### src/rtl/pxc_pkg.sv
// Shared types and constants for the packed pixel to RGBA16 converter.
`timescale 1ns / 1ps
package pxc_pkg;

   localparam int CHAN_W    = 16;
   localparam int NUM_CHAN  = 4;
   localparam int NUM_COL   = 3;
   localparam int WORD_W    = 64;
   localparam int LAYOUT_W  = 13;
   localparam int ADDR_W    = 5;
   localparam int DATA_W    = 32;

   localparam int CH_RED    = 0;
   localparam int CH_GREEN  = 1;
   localparam int CH_BLUE   = 2;
   localparam int CH_ALPHA  = 3;

   // divider: quotient bits resolved per stage, and stage count
   localparam int DIV_BITS   = 4;
   localparam int DIV_STAGES = CHAN_W / DIV_BITS;

   localparam logic [3:0]          RST_BYTES_PER_PIXEL = 4'd3;
   localparam logic                RST_BIG_ENDIAN      = 1'b1;
   localparam logic [LAYOUT_W-1:0] RST_RED_LAYOUT      = 13'd528;
   localparam logic [LAYOUT_W-1:0] RST_GREEN_LAYOUT    = 13'd520;
   localparam logic [LAYOUT_W-1:0] RST_BLUE_LAYOUT     = 13'd512;
   localparam logic [LAYOUT_W-1:0] RST_ALPHA_LAYOUT    = 13'd0;
   localparam logic                RST_PREMULTIPLIED   = 1'b0;

   typedef enum logic [2:0] {
      REG_BYTES_PER_PIXEL = 3'd0,
      REG_BIG_ENDIAN      = 3'd1,
      REG_RED_LAYOUT      = 3'd2,
      REG_GREEN_LAYOUT    = 3'd3,
      REG_BLUE_LAYOUT     = 3'd4,
      REG_ALPHA_LAYOUT    = 3'd5,
      REG_PREMULTIPLIED   = 3'd6
   } reg_index_type;

   typedef struct packed {
      logic [3:0]                          bytes_per_pixel;
      logic                                big_endian;
      logic [NUM_CHAN-1:0][LAYOUT_W-1:0]   layout;
      logic                                premultiplied;
   } cfg_type;

   typedef logic [NUM_CHAN-1:0][CHAN_W-1:0] chan_vec_type;

endpackage

### src/rtl/pxc_unpack.sv
// Three-stage unpack pipe: byte assembly, field extraction, 16-bit expansion.
`timescale 1ns / 1ps
module pxc_unpack (
   input  logic                       clock,
   input  logic                       reset,
   input  pxc_pkg::cfg_type           cfg,
   input  logic                       in_valid,
   output logic                       in_ready,
   input  logic [pxc_pkg::WORD_W-1:0] in_raw,
   output logic                       out_valid,
   input  logic                       out_ready,
   output pxc_pkg::chan_vec_type      out_chan
);

   logic [2:0] valid_ff, valid_in;
   logic [2:0] en;

   logic [pxc_pkg::WORD_W-1:0]      word_ff, word_in;
   pxc_pkg::chan_vec_type           field_ff, field_in;
   logic [pxc_pkg::NUM_CHAN-1:0][4:0] wid_ff, wid_in;
   pxc_pkg::chan_vec_type           chan_ff, chan_in;

   // widen a w-bit field to 16 bits; 0 reads as all ones.
   // 1..8: MSB-first replication. 9..15: field at the top, OR'd with its
   // upper bits shifted down into the low byte.
   function automatic logic [15:0] expand(input logic [15:0] v, input logic [4:0] w);
      logic [15:0] r;
      logic [15:0] top;
      r = v;
      top = v;
      if (w == 5'd0) r = 16'hFFFF;
      for (int k = 1; k < 16; k++) begin
         if (w == 5'(k)) begin
            top = v << (16 - k);
            if (k <= 8) begin
               r = '0;
               for (int i = 0; i < 16; i++) begin
                  if (i * k < 16) r = r | (top >> (i * k));
               end
            end else begin
               r = (v >> (k - 8)) | top;
            end
         end
      end
      return r;
   endfunction

   // stall control: a stage moves when empty or when the next one moves
   always_comb begin
      en[2] = !valid_ff[2] || out_ready;
      en[1] = !valid_ff[1] || en[2];
      en[0] = !valid_ff[0] || en[1];
      valid_in[0] = en[0] ? in_valid    : valid_ff[0];
      valid_in[1] = en[1] ? valid_ff[0] : valid_ff[1];
      valid_in[2] = en[2] ? valid_ff[1] : valid_ff[2];
   end

   assign in_ready  = en[0];
   assign out_valid = valid_ff[2];
   assign out_chan  = chan_ff;

   // stage 1: byte assembly
   always_comb begin
      logic [2:0] last;
      logic [2:0] src;
      if (cfg.bytes_per_pixel == 4'd0)      last = 3'd0;
      else if (cfg.bytes_per_pixel > 4'd8) last = 3'd7;
      else                                  last = 3'(cfg.bytes_per_pixel - 4'd1);
      word_in = '0;
      for (int j = 0; j < 8; j++) begin
         src = cfg.big_endian ? 3'(last - 3'(j)) : 3'(j);
         if (3'(j) <= last) word_in[8*j +: 8] = in_raw[8*src +: 8];
      end
   end

   // stage 2: field extraction
   always_comb begin
      logic [6:0]  widc;
      logic [6:0]  sh;
      logic [63:0] shifted;
      logic [15:0] f;
      for (int c = 0; c < pxc_pkg::NUM_CHAN; c++) begin
         widc = (cfg.layout[c][12:6] > 7'd64) ? 7'd64 : cfg.layout[c][12:6];
         if (widc <= 7'd16) sh = {1'b0, cfg.layout[c][5:0]};
         else               sh = 7'({1'b0, cfg.layout[c][5:0]} + widc - 7'd16);
         shifted = word_ff >> sh[5:0];
         f = sh[6] ? 16'd0 : shifted[15:0];
         if (widc < 7'd16) f = f & 16'((17'd1 << widc[3:0]) - 17'd1);
         field_in[c] = f;
         wid_in[c]   = (widc >= 7'd16) ? 5'd16 : widc[4:0];
      end
   end

   // stage 3: expansion
   always_comb begin
      for (int c = 0; c < pxc_pkg::NUM_CHAN; c++) chan_in[c] = expand(field_ff[c], wid_ff[c]);
   end

   always_ff @(posedge clock) begin
      if (reset) begin
         valid_ff <= '0;
      end else begin
         valid_ff <= valid_in;
      end
   end

   always_ff @(posedge clock) begin
      if (en[0]) word_ff <= word_in;
      if (en[1]) begin
         field_ff <= field_in;
         wid_ff   <= wid_in;
      end
      if (en[2]) chan_ff <= chan_in;
   end

endmodule

### src/rtl/pxc_unpremul.sv
// Pipelined divider undoing premultiplied alpha: colour = min(65535, 65535*c/a).
`timescale 1ns / 1ps
module pxc_unpremul (
   input  logic                  clock,
   input  logic                  reset,
   input  logic                  premultiplied,
   input  logic                  in_valid,
   output logic                  in_ready,
   input  pxc_pkg::chan_vec_type in_chan,
   output logic                  out_valid,
   input  logic                  out_ready,
   output pxc_pkg::chan_vec_type out_chan
);

   localparam int NS = pxc_pkg::DIV_STAGES;

   typedef struct packed {
      logic [pxc_pkg::NUM_COL-1:0][15:0] rem;
      logic [pxc_pkg::NUM_COL-1:0][15:0] low;
      logic [pxc_pkg::NUM_COL-1:0][15:0] quo;
      logic [pxc_pkg::NUM_COL-1:0]       sat;
      logic [pxc_pkg::NUM_COL-1:0][15:0] col;
      logic [15:0]                       alpha;
      logic                              do_div;
   } div_stage_type;

   div_stage_type    st_ff [NS];
   div_stage_type    st_in [NS];
   logic [NS-1:0]    valid_ff, valid_in;
   logic [NS:0]      en;
   div_stage_type    init;

   // restoring division, DIV_BITS quotient bits per call
   function automatic div_stage_type div_step(input div_stage_type s);
      div_stage_type r;
      logic [16:0]   t;
      r = s;
      for (int b = 0; b < pxc_pkg::DIV_BITS; b++) begin
         for (int l = 0; l < pxc_pkg::NUM_COL; l++) begin
            t = {r.rem[l], r.low[l][15]};
            r.low[l] = {r.low[l][14:0], 1'b0};
            if (t >= {1'b0, r.alpha}) begin
               r.rem[l] = 16'(t - {1'b0, r.alpha});
               r.quo[l] = {r.quo[l][14:0], 1'b1};
            end else begin
               r.rem[l] = t[15:0];
               r.quo[l] = {r.quo[l][14:0], 1'b0};
            end
         end
      end
      return r;
   endfunction

   // 65535*c = (c<<16) - c: upper half is c-1, lower half is -c
   always_comb begin
      init.alpha  = in_chan[pxc_pkg::CH_ALPHA];
      init.do_div = premultiplied && (in_chan[pxc_pkg::CH_ALPHA] != 16'd0);
      for (int l = 0; l < pxc_pkg::NUM_COL; l++) begin
         init.col[l] = in_chan[l];
         init.sat[l] = in_chan[l] >= in_chan[pxc_pkg::CH_ALPHA];
         init.rem[l] = (in_chan[l] == 16'd0) ? 16'd0 : 16'(in_chan[l] - 16'd1);
         init.low[l] = 16'(16'd0 - in_chan[l]);
         init.quo[l] = 16'd0;
      end
   end

   always_comb begin
      en[NS] = out_ready;
      for (int i = NS - 1; i >= 0; i--) en[i] = !valid_ff[i] || en[i+1];
      for (int i = 0; i < NS; i++) begin
         if (i == 0) begin
            st_in[i]    = div_step(init);
            valid_in[i] = en[i] ? in_valid : valid_ff[i];
         end else begin
            st_in[i]    = div_step(st_ff[i-1]);
            valid_in[i] = en[i] ? valid_ff[i-1] : valid_ff[i];
         end
      end
   end

   assign in_ready  = en[0];
   assign out_valid = valid_ff[NS-1];

   always_comb begin
      for (int l = 0; l < pxc_pkg::NUM_COL; l++) begin
         if (!st_ff[NS-1].do_div)      out_chan[l] = st_ff[NS-1].col[l];
         else if (st_ff[NS-1].sat[l])  out_chan[l] = 16'hFFFF;
         else                          out_chan[l] = st_ff[NS-1].quo[l];
      end
      out_chan[pxc_pkg::CH_ALPHA] = st_ff[NS-1].alpha;
   end

   always_ff @(posedge clock) begin
      if (reset) begin
         valid_ff <= '0;
      end else begin
         valid_ff <= valid_in;
      end
   end

   always_ff @(posedge clock) begin
      for (int i = 0; i < NS; i++) begin
         if (en[i]) st_ff[i] <= st_in[i];
      end
   end

endmodule

### src/rtl/packed_rgba_to_rgba16_converter.sv
// Top level: packed pixel to 16-bit RGBA converter with register port.
`timescale 1ns / 1ps
// Takes one raw pixel of 1 to 8 bytes per transfer and returns one 16-bit
// RGBA transfer for it. Throughput is one pixel per clock while the output
// is not stalled. There are seven register stages: three unpack stages
// (byte assembly, field extraction by a 64-bit shifter per channel, bit
// replication) and four divider stages that resolve four quotient bits
// each for the premultiplied-alpha correction, which run on every pixel
// whether or not the mode is on. A stalled output holds the pipe; empty
// stages still fill, so up to seven pixels may be in flight.
// Registers sit at byte address 4*index on the APB port and must only be
// written while no pixel is in flight; pready is tied high.
module packed_rgba_to_rgba16_converter (
   input  logic                        clock,
   input  logic                        reset,
   // pixel input
   input  logic                        req_valid,
   output logic                        req_ready,
   input  logic [63:0]                 req_raw_pixel,
   // RGBA16 result
   output logic                        rsp_valid,
   input  logic                        rsp_ready,
   output logic [15:0]                 rsp_red_value,
   output logic [15:0]                 rsp_green_value,
   output logic [15:0]                 rsp_blue_value,
   output logic [15:0]                 rsp_alpha_value,
   // register port
   input  logic                        psel,
   input  logic                        penable,
   input  logic                        pwrite,
   input  logic [pxc_pkg::ADDR_W-1:0]  paddr,
   input  logic [pxc_pkg::DATA_W-1:0]  pwdata,
   output logic [pxc_pkg::DATA_W-1:0]  prdata,
   output logic                        pready
);

   pxc_pkg::cfg_type      cfg_ff, cfg_in;
   logic                  mid_valid, mid_ready;
   pxc_pkg::chan_vec_type mid_chan;
   pxc_pkg::chan_vec_type res_chan;
   logic                  wr_en;

   assign pready = 1'b1;
   assign wr_en  = psel && penable && pwrite;

   // register write decode; index seven and above is ignored
   always_comb begin
      cfg_in = cfg_ff;
      if (wr_en) begin
         unique case (pxc_pkg::reg_index_type'(paddr[4:2]))
            pxc_pkg::REG_BYTES_PER_PIXEL: cfg_in.bytes_per_pixel = pwdata[3:0];
            pxc_pkg::REG_BIG_ENDIAN:      cfg_in.big_endian = pwdata[0];
            pxc_pkg::REG_RED_LAYOUT:      cfg_in.layout[pxc_pkg::CH_RED] = pwdata[12:0];
            pxc_pkg::REG_GREEN_LAYOUT:    cfg_in.layout[pxc_pkg::CH_GREEN] = pwdata[12:0];
            pxc_pkg::REG_BLUE_LAYOUT:     cfg_in.layout[pxc_pkg::CH_BLUE] = pwdata[12:0];
            pxc_pkg::REG_ALPHA_LAYOUT:    cfg_in.layout[pxc_pkg::CH_ALPHA] = pwdata[12:0];
            pxc_pkg::REG_PREMULTIPLIED:   cfg_in.premultiplied = pwdata[0];
            default:                      cfg_in = cfg_ff;
         endcase
      end
   end

   // read-back
   always_comb begin
      unique case (pxc_pkg::reg_index_type'(paddr[4:2]))
         pxc_pkg::REG_BYTES_PER_PIXEL: prdata = 32'(cfg_ff.bytes_per_pixel);
         pxc_pkg::REG_BIG_ENDIAN:      prdata = 32'(cfg_ff.big_endian);
         pxc_pkg::REG_RED_LAYOUT:      prdata = 32'(cfg_ff.layout[pxc_pkg::CH_RED]);
         pxc_pkg::REG_GREEN_LAYOUT:    prdata = 32'(cfg_ff.layout[pxc_pkg::CH_GREEN]);
         pxc_pkg::REG_BLUE_LAYOUT:     prdata = 32'(cfg_ff.layout[pxc_pkg::CH_BLUE]);
         pxc_pkg::REG_ALPHA_LAYOUT:    prdata = 32'(cfg_ff.layout[pxc_pkg::CH_ALPHA]);
         pxc_pkg::REG_PREMULTIPLIED:   prdata = 32'(cfg_ff.premultiplied);
         default:                      prdata = '0;
      endcase
   end

   always_ff @(posedge clock) begin
      if (reset) begin
         cfg_ff.bytes_per_pixel           <= pxc_pkg::RST_BYTES_PER_PIXEL;
         cfg_ff.big_endian                <= pxc_pkg::RST_BIG_ENDIAN;
         cfg_ff.layout[pxc_pkg::CH_RED]   <= pxc_pkg::RST_RED_LAYOUT;
         cfg_ff.layout[pxc_pkg::CH_GREEN] <= pxc_pkg::RST_GREEN_LAYOUT;
         cfg_ff.layout[pxc_pkg::CH_BLUE]  <= pxc_pkg::RST_BLUE_LAYOUT;
         cfg_ff.layout[pxc_pkg::CH_ALPHA] <= pxc_pkg::RST_ALPHA_LAYOUT;
         cfg_ff.premultiplied             <= pxc_pkg::RST_PREMULTIPLIED;
      end else begin
         cfg_ff <= cfg_in;
      end
   end

   // unpack: assemble, extract, widen
   pxc_unpack u_unpack (
      .clock     (clock),
      .reset     (reset),
      .cfg       (cfg_ff),
      .in_valid  (req_valid),
      .in_ready  (req_ready),
      .in_raw    (req_raw_pixel),
      .out_valid (mid_valid),
      .out_ready (mid_ready),
      .out_chan  (mid_chan)
   );

   // premultiplied correction, final output register stage
   pxc_unpremul u_unpremul (
      .clock         (clock),
      .reset         (reset),
      .premultiplied (cfg_ff.premultiplied),
      .in_valid      (mid_valid),
      .in_ready      (mid_ready),
      .in_chan       (mid_chan),
      .out_valid     (rsp_valid),
      .out_ready     (rsp_ready),
      .out_chan      (res_chan)
   );

   assign rsp_red_value   = res_chan[pxc_pkg::CH_RED];
   assign rsp_green_value = res_chan[pxc_pkg::CH_GREEN];
   assign rsp_blue_value  = res_chan[pxc_pkg::CH_BLUE];
   assign rsp_alpha_value = res_chan[pxc_pkg::CH_ALPHA];

`ifndef NO_ASSERTIONS
   // input only backs up when every stage is full and the output is blocked
   a_stall_only_when_full: assert property (@(posedge clock) disable iff (reset)
      !req_ready |-> (rsp_valid && !rsp_ready))
      else $error("input stalled while pipeline has room");

   // reset empties the pipe
   a_reset_empties: assert property (@(posedge clock)
      reset |=> !rsp_valid)
      else $error("result valid straight after reset");
`endif

endmodule

### config.mk
export PLATFORM = sky130hd
export DESIGN_NAME = packed_rgba_to_rgba16_converter
export DESIGN_NICKNAME = d
export VERILOG_FILES = /design/src/rtl/pxc_pkg.sv /design/src/rtl/pxc_unpack.sv /design/src/rtl/pxc_unpremul.sv /design/src/rtl/packed_rgba_to_rgba16_converter.sv
export SDC_FILE = /design/constraint.sdc
export NUM_CORES = 2
export LEC_CHECK = 0
export ABC_AREA = 1
export ABC_CLOCK_PERIOD_IN_PS = 22400
export BUFFER_PORTS_ARGS = -buffer_cell sky130_fd_sc_hd__buf_4
export CAP_MARGIN = 0
export CORE_UTILIZATION = 60
export DETAILED_ROUTE_END_ITERATION = 8
export GPL_TIMING_DRIVEN = 0
export PLACE_DENSITY = 0.83
export SKIP_CTS_REPAIR_TIMING = 1
export SYNTH_ARGS = -nofsm -noshare
export SYNTH_HDL_FRONTEND = slang
export SYNTH_SLANG_ARGS = --single-unit
### constraint.sdc
create_clock -name clock -period 22.4 [get_ports clock]
set_clock_uncertainty 0.2 [all_clocks]
set_input_delay 2.24 -clock clock [delete_from_list [all_inputs] [get_ports clock]]
set_output_delay 2.24 -clock clock [all_outputs]
set_load 0.01 [all_outputs]
==> flow_summary_export.csv <==
group,metric,value,unit
drt,wl,396000,microns
yosys,synthCells,14637,
finish,nets,15960,
setup_path,worstSetupPathType,"reg2reg",
setup_path,worstPathMaxFanout,18,
global_route,overflow,0,
sta,max_freq,77.1,MHz
floorplan,io_pins,207,
clock_tree,cts_tree,"done",
setup_path,slowest_delay,1360,ps
setup_path,cp.depth,60,
sta,slew_viol_final,91,
place,portBuffers,164,
setup_path,crit_path_end_kind,"flip-flop",
yosys,yosys.cell_types.count,74,
sta,rsz0062_at_grt,"no",
drt,drcViolationCount,0,
floorplan,chipWidth,406,microns
yosys,yosys_register_bits,876,
yosys,yosysTopAreaCell,"edfxtp_1",
global_route,grt_pass1_wl,583000,microns
yosys,synthesis.area,0.0980,sq mm
global_route,grt_max_degree,120,
setup_path,worstSetupEndpoint,"u_unpremul.st_ff[0][165]$_DFFE_PP_",
drt,ant_nets,0,
yosys,synth.top_cell.area_share,0.249,
outcome,violations,"capacitance limit, slew limit",
sta,max-slew-margin-rel,-0.0357,
setup_path,required,22720,ps
floorplan,num_rows,147,
yosys,synth-seq-area-share,0.262,
floorplan,core,0.161,sq mm
clock_tree,cts_root_buf,"clkbuf_16",
drt,vias,108143,
sta,setup_viol,0,
clock_tree,htree_levels,3,
drt,dr.pass1.iters,9,
drt,routed-wl-met3,48300,microns
place,post-dp-hpwl,300000,microns
sta,max_slew.worst_pin.slew,1550,ps
clock_tree,cts_buffers,97,
outcome,status,"finished, violations left",
yosys,synthArstFlopShare,0,
clock_tree,cts_buffer_depth,3,
drt,via_per_inst,6.30,
clock_tree,clkSinkCount,876,
yosys,synth_edf_count,811,
yosys,synth_flop_cell,"edfxtp_1",
sta,period_minus_slack,12970,ps
floorplan,die-area,0.165,sq mm
yosys,synth_area_leaders,"edfxtp_1, nand2_1, ha_1",
sta,hold_viol_final,0,
global_route,grt_pass1_vias,98342,
setup_path,start_kind,"flip-flop",
drt,drt-initial-drc-count,14936,
global_route,grt_usage,0.464,
floorplan,initial_core_util,0.608,
setup_path,crit_buf_inv,9,
drt,top_layer_used,"met5",
setup_path,rr_startpoint,"u_unpack.out_chan[49]$_DFFE_PP_",
clock_tree,clk_latency,800,ps
min_path,hold_path.class,"reg2reg",
finish,area_growth,7.69,%
setup_path,cp.arrival,13290,ps
floorplan,fp.dieH,406,microns
place,place_area,0.102,sq mm
yosys,synth_common_cells,"nand2_1, nand3_1, inv_1",
global_route,antenna_found_initial,19,
setup_path,reg2reg_to,"u_unpremul.st_ff[0][165]$_DFFE_PP_",
yosys,ys_warn_count,0,
setup_path,r2r_cells,60,
setup_path,startpoint,"u_unpack.out_chan[49]$_DFFE_PP_",
finish,drive_above_1_share,0.0516,
place,place.gp.congestion,1.10,
drt,dr_wl_met2,165000,microns
job,cap_violations,9,
yosys,yosysMostFrequentCell,"nand2_1",
setup_path,rrSetupSlack,9430,ps
drt,routedLengthMet1,147000,microns
finish,fillers,14552,
drt,wire_per_inst,23.0,microns
yosys,avgSynthCellArea,6.70,sq um
finish,fin_area,0.106,sq mm
setup_path,crit_family,"compound AO/OA/AOI/OAI gates",
sta,timing.final.crit_share,0.579,
setup_path,cp_slowest_cell,"edfxtp_1",
setup_path,crit_top_cell,"nand2_1",
clock_tree,path_clk_slew,70,ps
area by class of cell:
cell class / count / area [sq um] / share of cell area
Timing Repair Buffer: 171 / 1420 / 0.0134
Buffer: 560 / 2600 / 0.0246
Tap cell: 2160 / 2700 / 0.0256
Inverter: 1395 / 5280 / 0.0500
Antenna cell: 7 / 17.5 / 0.000166
Clock inverter: 70 / 753 / 0.00714
Clock buffer: 112 / 2540 / 0.0240
Sequential cell: 876 / 25700 / 0.243
Multi-Input combinational cell: 11824 / 64600 / 0.612
per-layer routing:
layer  vias up  GRT usage
met2      7197      0.697
met1     48785      0.578
met3      1791      0.112
met5         -          0
met4        24      0.346
li1      50346          -
kinds of logic after synthesis:
group | count (synthesis) | synth area share
other cells | 2 | 0.0000766
buf+inv | 1955 | 0.0800
fa+ha+maj | 927 | 0.122
simple gates | 7299 | 0.315
xor+xnor | 655 | 0.0585
mux | 1 | 0.000102
flops | 876 | 0.262
compound gates | 2922 | 0.162
flip-flops by register name (all words and copies together) (netlist names):
register	flops
u_unpremul.valid_ff	4
u_unpack.valid_ff	3
cfg_ff	58
u_unpremul.st_ff	599
u_unpack.field_ff	64
u_unpack.out_chan	64
u_unpack.wid_ff	20
u_unpack.word_ff	64
through the flow:
stage | std cells | utilization | hold slack, ps | setup TNS [ps] | worst slack [ps]
finish | 17175 | 0.654 | 200 | 0 | 9430
floorplan | 14655 | - | 200 | 0 | 2330
CTS | 17168 | 0.654 | 200 | 0 | 9940
global route | 17169 | 0.654 | 210 | 0 | 8840
detailed placement | 16986 | 0.634 | 205 | 0 | 10050
global placement | 16979 | 0.632 | 200 | -1008870 | -6920
cells in the final DEF, fill, tap and decap left out, types with 21 or more instances in the layout:
cell / count
clkbuf_1: 326
o21bai_1: 66
fa_1: 49
o21ai_1: 119
inv_1: 1324
nand4_1: 150
ha_1: 878
dfxtp_1: 65
nand2_1: 4243
or2_2: 33
o211ai_1: 65
edfxtp_1: 811
buf_2: 136
xor2_1: 390
clkinv_1: 23
a21o_1: 36
nand3_1: 1768
buf_4: 221
clkbuf_16: 98
a31oi_1: 61
o21ai_0: 1209
nor2_1: 826
buf_1: 37
nand2_2: 38
xnor2_1: 265
a21oi_1: 1115
inv_2: 51
o2111ai_1: 21
nor4_1: 58
o21a_1: 44
a21boi_0: 51
nor3_1: 98
o21ai_2: 43
worst min-delay path by stage:
stage / startpoint / to / slack (ps) / cells after the start
detailed placement: u_unpremul.st_ff[0][122]$_DFFE_PP_ / u_unpremul.st_ff[1][126]$_DFFE_PP_ / 200 / 0
finish: u_unpremul.st_ff[1][105]$_DFFE_PP_ / u_unpremul.st_ff[2][109]$_DFFE_PP_ / 200 / 0
CTS: u_unpremul.st_ff[2][107]$_DFFE_PP_ / u_unpremul.st_ff[3][111]$_DFFE_PP_ / 200 / 0
floorplan: u_unpremul.st_ff[0][0]$_DFFE_PP_ / u_unpremul.st_ff[1][0]$_DFFE_PP_ / 200 / 0
global placement: u_unpremul.st_ff[1][45]$_DFFE_PP_ / u_unpremul.st_ff[2][45]$_DFFE_PP_ / 200 / 0
global route: u_unpremul.st_ff[2][107]$_DFFE_PP_ / u_unpremul.st_ff[3][111]$_DFFE_PP_ / 210 / 0
worst reg2reg max path, delay by kind of cell (launching register included):
kind / cells / cell delay [ps]
compound gates: 19 / 3690
simple gates: 28 / 3160
buf+inv: 9 / 2650
fa+ha+maj: 4 / 1690
flops: 1 / 1360
Power is left out: the tool's default activity adds up to more than one toggle a clock period on the data nets, which glitch-free logic cannot reach.
